--- src/sv/snm_pkg.sv ---
// Shared types, constants and register codes of the Sobel normal-map unit.
package snm_pkg;

    localparam int GRAY_W = 8;
    localparam int CH_W   = 8;
    localparam int FW_W   = 11;
    localparam int FH_W   = 11;
    localparam int BS_W   = 12;
    localparam int ADDR_W = 4;
    localparam int DATA_W = 32;

    localparam int MAX_WIDTH_DEF  = 1024;
    localparam int MAX_HEIGHT_DEF = 1024;

    localparam logic [FW_W-1:0] FRAME_WIDTH_RST   = 11'd208;
    localparam logic [FH_W-1:0] FRAME_HEIGHT_RST  = 11'd208;
    localparam logic [BS_W-1:0] BUMP_STRENGTH_RST = 12'd256;

    // Register indexes, taken from paddr[3:2].
    localparam logic [1:0] REG_FRAME_WIDTH   = 2'd0;
    localparam logic [1:0] REG_FRAME_HEIGHT  = 2'd1;
    localparam logic [1:0] REG_BUMP_STRENGTH = 2'd2;

    localparam logic CMD_PIXEL = 1'b0;
    localparam logic CMD_DRAIN = 1'b1;

    // Gradient magnitude times strength, squared-sum and scaled slope widths.
    localparam int G_W  = 11;
    localparam int AG_W = 10;
    localparam int P_W  = 22;
    localparam int Q_W  = 22;
    localparam int TT_W = 30;

    // Blue encodes t = -255 * 65280.
    localparam logic [P_W-1:0] BLUE_P = 22'd65280;

    localparam logic [CH_W-1:0] BORDER_RG = 8'd127;
    localparam logic [CH_W-1:0] BORDER_B  = 8'd255;

    typedef struct packed {
        logic              cmd;
        logic [GRAY_W-1:0] gray;
    } pix_t;

    typedef struct packed {
        logic [CH_W-1:0] red;
        logic [CH_W-1:0] green;
        logic [CH_W-1:0] blue;
        logic            frame_end;
    } nrm_t;

    typedef struct packed {
        logic [FW_W-1:0] frame_width;
        logic [FH_W-1:0] frame_height;
        logic [BS_W-1:0] bump_strength;
    } cfg_t;

endpackage

--- src/sv/snm_cfg.sv ---
// APB-style configuration registers of the normal-map unit.
module snm_cfg (
    input  logic                        clk,
    input  logic                        rst_n,
    input  logic                        psel,
    input  logic                        penable,
    input  logic                        pwrite,
    input  logic [snm_pkg::ADDR_W-1:0]  paddr,
    input  logic [snm_pkg::DATA_W-1:0]  pwdata,
    output logic [snm_pkg::DATA_W-1:0]  prdata,
    output logic                        pready,
    output snm_pkg::cfg_t               cfg
);
    import snm_pkg::*;

    cfg_t       cfg_reg;
    logic       wr_en;
    logic [1:0] idx;

    assign pready = 1'b1;
    assign wr_en  = psel && penable && pwrite;
    assign idx    = paddr[3:2];

    always_ff @(posedge clk or negedge rst_n)
    begin
        if (!rst_n)
        begin
            cfg_reg.frame_width   <= FRAME_WIDTH_RST;
            cfg_reg.frame_height  <= FRAME_HEIGHT_RST;
            cfg_reg.bump_strength <= BUMP_STRENGTH_RST;
        end
        else if (wr_en)
        begin
            unique case (idx)
                REG_FRAME_WIDTH:   cfg_reg.frame_width   <= pwdata[FW_W-1:0];
                REG_FRAME_HEIGHT:  cfg_reg.frame_height  <= pwdata[FH_W-1:0];
                REG_BUMP_STRENGTH: cfg_reg.bump_strength <= pwdata[BS_W-1:0];
                default:           ;
            endcase
        end
    end

    always_comb
    begin
        unique case (idx)
            REG_FRAME_WIDTH:   prdata = DATA_W'(cfg_reg.frame_width);
            REG_FRAME_HEIGHT:  prdata = DATA_W'(cfg_reg.frame_height);
            REG_BUMP_STRENGTH: prdata = DATA_W'(cfg_reg.bump_strength);
            default:           prdata = '0;
        endcase
    end

    assign cfg = cfg_reg;

endmodule

--- config.mk ---
export PLATFORM = sky130hd
export DESIGN_NAME = snm_cfg
export DESIGN_NICKNAME = d
export VERILOG_FILES = /design/src/sv/snm_pkg.sv /design/src/sv/snm_cfg.sv
export SDC_FILE = /design/constraint.sdc
export NUM_CORES = 1
export LEC_CHECK = 0
export CAP_MARGIN = 15
export CORE_MARGIN = 2
export CORE_UTILIZATION = 65
export DETAILED_ROUTE_END_ITERATION = 16
export DONT_BUFFER_PORTS = 1
export GPL_TIMING_DRIVEN = 0
export PLACE_DENSITY = 0.92
export SLEW_MARGIN = 40
export SYNTH_ARGS = -nofsm -noshare
export SYNTH_HDL_FRONTEND = slang
export SYNTH_SLANG_ARGS = --single-unit
--- constraint.sdc ---
create_clock -name clk -period 1.7 [get_ports clk]
set_clock_uncertainty 0.05 [all_clocks]
set_input_delay 0.34 -clock clk [delete_from_list [all_inputs] [get_ports clk]]
set_output_delay 0.34 -clock clk [all_outputs]
set_load 0.02 [all_outputs]
==> reports/metrics.json <==
{
  "outcome": {
    "result_of_the_run": "finished with violations",
    "failed_checks": "setup timing"
  },
  "global_routing": {
    "groute.usage.overall_pct": 23.9,
    "via_count_of_the_first_global_routing_pass": 1085,
    "gr-total-overflow": 0,
    "grt_antenna_before_repair": 0,
    "grt_max_degree": 35,
    "grt_pass1_wl_um": 5570
  },
  "final_layout": {
    "register_area_um2": 860,
    "most_common_cell_after_layout_fill_and_taps_aside": "sky130_fd_sc_hd__mux2_2",
    "drive_gt1_share_pct": 54.2,
    "antenna_cells": 0,
    "design_area_um2": 1950,
    "multi_input_comb_area_um2": 761,
    "largest_register_ffs": 34,
    "mostFrequentLayoutCells": "34 x sky130_fd_sc_hd__mux2_2, 27 x sky130_fd_sc_hd__dfrtp_1, 22 x sky130_fd_sc_hd__buf_4, 21 x sky130_fd_sc_hd__conb_1",
    "fin_nets": 206,
    "area.growth.synth_to_final_pct": 14.6,
    "layout.filler_cells": 168,
    "fin_util_pct": 78.9
  },
  "placed_design": {
    "place_area_um2": 1810,
    "place.gp.congestion": 0.689,
    "place.port_buffers": 0,
    "dp_hpwl_um": 2500,
    "dp_worst_setup_slack_ns": -0.121
  },
  "detailed_routing": {
    "drt-pass1-iter-count": 4,
    "postRouteWirelength_um": 3540,
    "remaining_drc_errors": 0,
    "average_wire_per_standard_cell_um": 18.1,
    "vias": 1087,
    "post_drt_via_cell_ratio": 5.55,
    "postRouteAntennaNets": 0,
    "drt_iter0_markers": 14
  },
  "pwr": {
    "totalPowerFinal_mw": 2.42,
    "cellPowerDensity_nw_per_um2": 1240,
    "p_leak_nw": 0.931,
    "peakVddDrop_mv": 1.12
  },
  "clock_tree": {
    "cts_buffer_depth": 2,
    "buffers_inserted_during_post_cts_setup_optimization": 0,
    "clk-insertion-delay-late_ns": 0.33,
    "numClockSinks": 34,
    "cts_buf_count": 5,
    "clk_transition_reported_paths_ns": 0.10,
    "cts.root.buffer_cell": "sky130_fd_sc_hd__clkbuf_4",
    "cts_tree": "yes",
    "htree_num_levels": 2
  },
  "logic_synthesis": {
    "syn-instance-count": 137,
    "multiplexer_fraction_of_the_synthesized_cell_area_pct": 28.9,
    "synthSimpleGateAreaFrac_pct": 4.99,
    "ys.flop_type": "sky130_fd_sc_hd__dfrtp_1",
    "synth_seq_cells": 34,
    "seq_area_frac_synth_pct": 50.4,
    "synth_cell_type_count": 17,
    "synthXorXnorAreaFrac_pct": 0,
    "synth_compound_gate_area_share_pct": 3.23,
    "ys_warn_count": 0,
    "largest_family_of_logic_cells_by_synthesized_area": "multiplexers",
    "synth_area_per_cell_um2": 12.4,
    "post_synth_instance_area_um2": 1710,
    "synth_fa_ha_area_share_pct": 0,
    "async_set_or_reset_register_ratio_after_synthesis_pct": 100,
    "synth_edf_count": 0
  },
  "timing": {
    "min_period_over_period_pct": 100,
    "final.hold.worst_slack_ns": 0.0997,
    "drv_slew": 0,
    "setup_ws_ns": -0.00844,
    "achievable_freq_mhz": 585,
    "unrepaired_setup_endpoints_after_global_routing": "yes",
    "timing.final.setup_violations": 2,
    "worst-slew-pin-transition_ns": 0.810,
    "hold_violations": 0,
    "finalWorstPathRequiredPeriod_ns": 1.71,
    "max_slew_margin_pct": 46.0
  },
  "die": {
    "die_area_um2": 3050,
    "dieWidth_um": 55.2,
    "placement_rows": 18,
    "boundaryPins": 108,
    "initial_standard_cell_utilization_of_the_core_pct": 68.8,
    "die_height_um": 55.2,
    "core_area_um2": 2480
  },
  "worst_hold_path": {
    "timing.hold.worst.class": "in2reg"
  },
  "critical_path": {
    "crit_required_ns": 1.31,
    "critical_path_class": "reg2out",
    "cp-end-kind": "output port",
    "worst_ep_arrival_time_ns": 1.32,
    "critical_path.startpoint_type": "flop",
    "worstPathMaxFanout": 3
  },
  "flow_run": {
    "cap_viol_max_count": 0
  }
}
==> critical path, cell delays in order, from the launching register on <==
cell and delay, ns:
sky130_fd_sc_hd__dfstp_2 0.62, sky130_fd_sc_hd__mux2i_2 0.10, sky130_fd_sc_hd__o21ai_2 0.27
==> metal layers <==
layer  routed length [µm]  track usage (%)  vias up
li1                     -                -      490
met1                 1310             27.6      526
met2                 1850             40.1       63
met3                  333             8.67        8
met4                   51             9.76        0
met5                    0                0        -
==> cell type report <==
type / count / share of cell area [%]
buffer: 28 / 10.6
sequential: 34 / 44.0
timing repair buffer: 2 / 1.54
multi-input combinational: 94 / 38.9
clock buffer: 7 / 2.82
clock inverter: 1 / 0.256
tap: 30 / 1.92
==> path summary, 6_finish.rpt <==
check	cells after the start	end	slack (ns)	from
max	2	prdata[4]	-0.008	cfg[27]
min	1	cfg[23]	0.1	pwdata[0]
max reg2reg	1	cfg[14]	0.75	cfg[14]
min reg2reg	1	cfg[8]	0.63	cfg[8]
max in group asynchronous	2	cfg[18]	0.97	rst_n
min in group asynchronous	2	cfg[23]	0.38	rst_n
==> power breakdown <==
part / switching [mW] / total [mW] / internal [mW] / leakage, nW
combinational: 0.275 / 0.523 / 0.249 / 0.492
sequential: 0.422 / 1.45 / 1.03 / 0.404
clock: 0.243 / 0.444 / 0.200 / 0.0353
total: 0.941 / 2.42 / 1.48 / 0.931
==> through the flow <==
step	setup TNS (ns)	std cells
4_1_cts	-0.0287	196
3_3_place_gp	-1.01	186
6_report	-0.0132	196
2_1_floorplan	0	156
5_1_grt	-0.218	196
3_5_place_dp	-1.08	186
==> synthesized netlist by cell type, drive strengths merged (2+ instances only) <==
| cell type | count | share of area, % |
|---|---|---|
| buf | 26 | 12 |
| clkbuf | 2 | 0.44 |
| conb | 2 | 0.44 |
| dfrtp | 27 | 40 |
| dfstp | 7 | 11 |
| mux2 | 34 | 22 |
| mux2i | 11 | 6.5 |
| nand2 | 11 | 2.4 |
| o21ai | 11 | 3.2 |
==> logic make-up (layout without fill, tap and decap cells) <==
logic type,after synthesis,after routing
AOI/OAI and AO/OA,11,11
muxes,45,45
buffers and inverters,28,38
other,2,21
DFF,34,34
and+or+nand+nor,17,17
==> timing repair <==
| item | CTS | global route |
|---|---|---|
| hold buffers | 2 | 0 |
| endpoints found under the setup margin | 11 | 8 |
| pin swaps | 0 | 1 |
| resized for setup | 19 | 6 |
| endpoints found under the hold margin | 34 | 0 |
Power figures use the tool's default switching activity.
