--- config.mk ---
export PLATFORM = sky130hd
export DESIGN_NAME = snm_encoder
export DESIGN_NICKNAME = d
export VERILOG_FILES = /design/src/sv/snm_pkg.sv /design/src/sv/snm_encoder.sv
export SDC_FILE = /design/constraint.sdc
export NUM_CORES = 2
export LEC_CHECK = 0
export BUFFER_PORTS_ARGS = -buffer_cell sky130_fd_sc_hd__buf_4
export CAP_MARGIN = 30
export CELL_PAD_IN_SITES_DETAIL_PLACEMENT = 1
export CELL_PAD_IN_SITES_GLOBAL_PLACEMENT = 1
export CORE_ASPECT_RATIO = 1.5
export CORE_MARGIN = 2
export CORE_UTILIZATION = 50
export CTS_CLUSTER_SIZE = 14
export DETAILED_ROUTE_END_ITERATION = 6
export PLACE_DENSITY = 0.87
export RECOVER_POWER = 25
export SLEW_MARGIN = 20
export SYNTH_ARGS = -nofsm -noshare
export SYNTH_HDL_FRONTEND = slang
export SYNTH_SLANG_ARGS = --single-unit
--- constraint.sdc ---
create_clock -name clk -period 15.3 [get_ports clk]
set_input_delay 0.765 -clock clk [delete_from_list [all_inputs] [get_ports clk]]
set_output_delay 0.765 -clock clk [all_outputs]
set_load 0.02 [all_outputs]
--- src/sv/snm_pkg.sv ---
// Shared types, constants and register codes of the Sobel normal-map unit.
package snm_pkg;

    localparam int GRAY_W = 8;
    localparam int CH_W   = 8;
    localparam int FW_W   = 11;
    localparam int FH_W   = 11;
    localparam int BS_W   = 12;
    localparam int ADDR_W = 4;
    localparam int DATA_W = 32;

    localparam int MAX_WIDTH_DEF  = 1024;
    localparam int MAX_HEIGHT_DEF = 1024;

    localparam logic [FW_W-1:0] FRAME_WIDTH_RST   = 11'd208;
    localparam logic [FH_W-1:0] FRAME_HEIGHT_RST  = 11'd208;
    localparam logic [BS_W-1:0] BUMP_STRENGTH_RST = 12'd256;

    // Register indexes, taken from paddr[3:2].
    localparam logic [1:0] REG_FRAME_WIDTH   = 2'd0;
    localparam logic [1:0] REG_FRAME_HEIGHT  = 2'd1;
    localparam logic [1:0] REG_BUMP_STRENGTH = 2'd2;

    localparam logic CMD_PIXEL = 1'b0;
    localparam logic CMD_DRAIN = 1'b1;

    // Gradient magnitude times strength, squared-sum and scaled slope widths.
    localparam int G_W  = 11;
    localparam int AG_W = 10;
    localparam int P_W  = 22;
    localparam int Q_W  = 22;
    localparam int TT_W = 30;

    // Blue encodes t = -255 * 65280.
    localparam logic [P_W-1:0] BLUE_P = 22'd65280;

    localparam logic [CH_W-1:0] BORDER_RG = 8'd127;
    localparam logic [CH_W-1:0] BORDER_B  = 8'd255;

    typedef struct packed {
        logic              cmd;
        logic [GRAY_W-1:0] gray;
    } pix_t;

    typedef struct packed {
        logic [CH_W-1:0] red;
        logic [CH_W-1:0] green;
        logic [CH_W-1:0] blue;
        logic            frame_end;
    } nrm_t;

    typedef struct packed {
        logic [FW_W-1:0] frame_width;
        logic [FH_W-1:0] frame_height;
        logic [BS_W-1:0] bump_strength;
    } cfg_t;

endpackage

--- src/sv/snm_encoder.sv ---
// Bit-by-bit search of floor(127.5 - t/(512*sqrt(q))), saturated to 0..255.
module snm_encoder (
    input  logic                     clk,
    input  logic                     rst_n,
    input  logic                     start,
    input  logic                     sign,
    input  logic [snm_pkg::P_W-1:0]  p,
    input  logic [snm_pkg::Q_W-1:0]  q,
    output logic                     done,
    output logic [snm_pkg::CH_W-1:0] res
);
    import snm_pkg::*;

    localparam logic [1:0] E_IDLE = 2'd0;
    localparam logic [1:0] E_SQ   = 2'd1;
    localparam logic [1:0] E_A    = 2'd2;
    localparam logic [1:0] E_B    = 2'd3;

    logic [1:0]        st_reg;
    logic [TT_W-1:0]   tt_reg;
    logic [2*TT_W-1:0] tt2_reg;
    logic [15:0]       m_reg;
    logic              kneg_reg;
    logic              tneg_reg;
    logic              tzero_reg;
    logic [CH_W-1:0]   res_reg;
    logic [CH_W-1:0]   bit_reg;
    logic              done_reg;

    logic [CH_W-1:0]   k;
    logic signed [9:0] diff;
    logic [7:0]        d;
    logic [37:0]       prod;
    logic [2*TT_W-1:0] lhs;
    logic              meets;

    always_comb
    begin
        k    = res_reg | bit_reg;
        diff = 10'sd255 - $signed({1'b0, k, 1'b0});
        d    = diff[9] ? 8'(-diff) : diff[7:0];
        prod = 38'(m_reg) * 38'(q);
        lhs  = (2*TT_W)'({prod, 16'b0});
        // The sign of 255-2k selects which way the squared comparison goes.
        if (kneg_reg)
        begin
            meets = tneg_reg && (lhs <= tt2_reg);
        end
        else
        begin
            meets = tneg_reg || tzero_reg || (lhs >= tt2_reg);
        end
    end

    always_ff @(posedge clk or negedge rst_n)
    begin
        if (!rst_n)
        begin
            st_reg   <= E_IDLE;
            done_reg <= 1'b0;
        end
        else
        begin
            done_reg <= (st_reg == E_B) && bit_reg[0];
            unique case (st_reg)
                E_IDLE:
                begin
                    if (start)
                    begin
                        st_reg <= E_SQ;
                    end
                end
                E_SQ:
                begin
                    st_reg <= E_A;
                end
                E_A:
                begin
                    st_reg <= E_B;
                end
                E_B:
                begin
                    if (bit_reg[0])
                    begin
                        st_reg <= E_IDLE;
                    end
                    else
                    begin
                        st_reg <= E_A;
                    end
                end
                default:
                begin
                    st_reg <= E_IDLE;
                end
            endcase
        end
    end

    always_ff @(posedge clk)
    begin
        unique case (st_reg)
            E_IDLE:
            begin
                if (start)
                begin
                    tt_reg    <= TT_W'({p, 8'b0}) - TT_W'(p);
                    tzero_reg <= (p == '0);
                    tneg_reg  <= sign && (p != '0);
                    res_reg   <= '0;
                    bit_reg   <= 8'h80;
                end
            end
            E_SQ:
            begin
                tt2_reg <= (2*TT_W)'(tt_reg) * (2*TT_W)'(tt_reg);
            end
            E_A:
            begin
                m_reg    <= 16'(d) * 16'(d);
                kneg_reg <= k[7];
            end
            E_B:
            begin
                if (meets)
                begin
                    res_reg <= res_reg | bit_reg;
                end
                bit_reg <= bit_reg >> 1;
            end
            default:
            begin
            end
        endcase
    end

    assign done = done_reg;
    assign res  = res_reg;

endmodule
==> summary.md <==
| Metric | Value |
|---|---|
| All-Layer GR Usage | 31.6% |
| Setup CP Type | flop to flop |
| Synth cell count leaders | 1,207 x inv_1, 968 x fa_1, 454 x nand2_1, 445 x ha_1, 281 x and2_1 |
| Worst Path Max Fanout | 22 |
| CTS buffer count | 17 |
| Pre-antenna DRT Iters | 5 |
| Global-route wire length before repair | 210 mm |
| Slew margin rel. | -98.2% |
| Max Transition Viols Final | 92 |
| Clk_lat worst skew | 0.48 ns |
| Initial drt markers | 1,614 |
| Setup Buffers After CTS | 0 |
| Share of layout cells above drive strength 1 | 3.19% |
| Worst r2r dst | res[1] |
| IO Port Bufs | 56 |
| Final ANT Viol Nets | 0 |
| GRT overflow | 0 |
| Critical path origin | m_reg[7] |
| Setup crit end | res[1] |
| Final worst path period need | 9.74 ns |
| Unrepaired setup endpoints after global routing | no |
| Distinct cell type count after synthesis | 74 |
| Row count | 131 |
| HP Class | primary input to asynchronous set/reset pin |
| Req. time, crit path | 15.48 ns |
| CTS resizes | 0 |
| Synth area leaders | fa_1 46%, ha_1 13%, inv_1 11% |
| Placer Congestion | 0.894 |
| Final nets | 5,906 |
| Status | complete, but fails checks |
| Drt wl/cell | 23.8 um |
| Htree depth | 4 |
| Worst EP arrival | 9.92 ns |
| Area delta synth->final | 5.10% |
| Post-layout util | 52.8% |
| Filler cells | 9,731 |
| Critical Path Most Common Cell | fa_1 |
| Final setup fails | 0 |
| Avg Vias per Cell | 5.64 |
| Crit end category | flop |
| Area of the multi-input gates | 0.0337 mm^2 |
| Worst-path clk slew | 0.07 ns |
| Cell with the most instances after synthesis | inv_1 |
| Root buffer cell | clkbuf_16 |
| Final Hold Vio Count | 0 |
| CP max-delay cell | edfxtp_1 |
| Cell taking the most area after synthesis | fa_1 |
| R2R depth | 31 |
| Residual DRC | 0 |
| Final TNS setup | 0 ns |
| Vias in the first global route | 38,900 |
| Routed wire length | 133 mm |
| Largest stage delay, worst path | 0.92 ns |
| R2r setup slk | 5.56 ns |
| CP Launch Type | flop |
| Max-cap violations | 2 |
| Seq cells post-synth | 124 |
| Top_reg_cell synth | edfxtp_1 |
| Storage element area | 0.00371 mm^2 |
| Largest net degree at the start of global routing | 60 |
| Num ports | 57 |
| Yosys top cell area share | 45.6% |
| CTS tree | built |
| Smallest hold slack | 0.0872 ns |
| Syn Area/Cell | 9.52 um^2 |
| Post-Synthesis Cells | 4,466 |
| Die Y | 361 um |
| Cell Area, Synth | 0.0425 mm^2 |
| R2r startpoint | m_reg[7] |
| Fmax | 103 MHz |
| Max reg flops | 59 |
| Final Cycle Share | 63.6% |
| EDFF count, synth | 121 |
| Sequential area share after synthesis | 8.72% |
| Dpl hpwl | 112 mm |
| Starting Density | 50.3% |
| Synth warn | 0 |
| Initial antenna violation count | 2 |
| Die area | 0.0874 mm^2 |
| Failing checks | max-capacitance violations, max-slew violations |
| Core footprint | 0.0846 mm^2 |
| Die width | 242 um |
| Clock Path Buffers | 2 |
| Async S/R FF share, synth | 2.42% |
| Worst Skew | 0.0140 ns |
| Via count | 31,500 |
| Worst-margin pin slew | 2.97 ns |
| CTS sink count | 124 |
| Hold buffer count at cts | 0 |
## final cells by class
cell class / count / share of cell area (%)
Clock inverter: 14 / 0.361
Multi-Input combinational cell: 2997 / 75.5
Timing Repair Buffer: 92 / 1.47
Antenna cell: 2 / 0.0112
Clock buffer: 18 / 0.961
Tap cell: 1130 / 3.16
Inverter: 1213 / 10.2
Sequential cell: 124 / 8.30
## per-stage QoR
step                      instance area (um^2)  setup WS [ns]  std cells
after floorplan                          42500           6.49       4477
after global placement                   44100           5.72       5555
after detailed placement                 44100           5.67       5556
after CTS                                44700           5.54       5588
after global routing                     44700           5.18       5589
final                                    44700           5.56       5590
## layout by cell type, fill, tap and decap left out, types with 23 or more instances in the layout
| master | instances |
|---|---|
| fa_1 | 968 |
| nor2_1 | 182 |
| o21ai_0 | 54 |
| ha_1 | 445 |
| inv_1 | 1207 |
| xnor2_1 | 104 |
| xor2_1 | 43 |
| nand2_1 | 454 |
| and2_1 | 280 |
| edfxtp_1 | 121 |
| buf_4 | 83 |
| a21o_1 | 70 |
| a21oi_1 | 109 |
| nand4_1 | 23 |
## worst min-delay path by stage
stage	depth (start not counted)	end	startpoint	slack (ns)
global route	1	st_reg[1]	rst_n	0.09
global placement	1	done	rst_n	0.55
CTS	1	done	rst_n	0.04
detailed placement	1	done	rst_n	0.56
finish	1	st_reg[1]	rst_n	0.09
floorplan	0	done	rst_n	0.47
## layer usage
layer  vias up  global-route usage, %  routed length, um
met3       720                   5.25               7300
met2      1298                   58.8              71500
met4         0                   24.4              11700
met1     16300                   30.9              42600
met5         -                      0                  0
li1      13200                      -                  -
## worst max-delay path, delay by kind of cell, from the launching register on
family          cells  cell delay, ns
xor+xnor            1            0.18
flops               1            0.92
compound gates     14            3.50
simple gates        4            0.63
buf+inv             4            0.49
fa+ha+maj           8            3.70
## logic make-up (layout without fill, tap and decap cells)
logic type / count (synthesis) / after routing / synth area share, %
adder cells (fa/ha/maj): 1413 / 1413 / 58.7
buffers and inverters: 1356 / 1337 / 12.0
AND/OR/NAND/NOR: 1067 / 1067 / 12.0
XOR/XNOR: 147 / 147 / 3.03
flip-flops: 124 / 124 / 8.72
other: 2 / 15 / 0.0177
AO/OA/AOI/OAI: 355 / 355 / 5.54
multiplexers: 2 / 2 / 0.0500
Power is left out: the tool's default activity adds up to more than one toggle a clock period on the data nets, which glitch-free logic cannot reach.
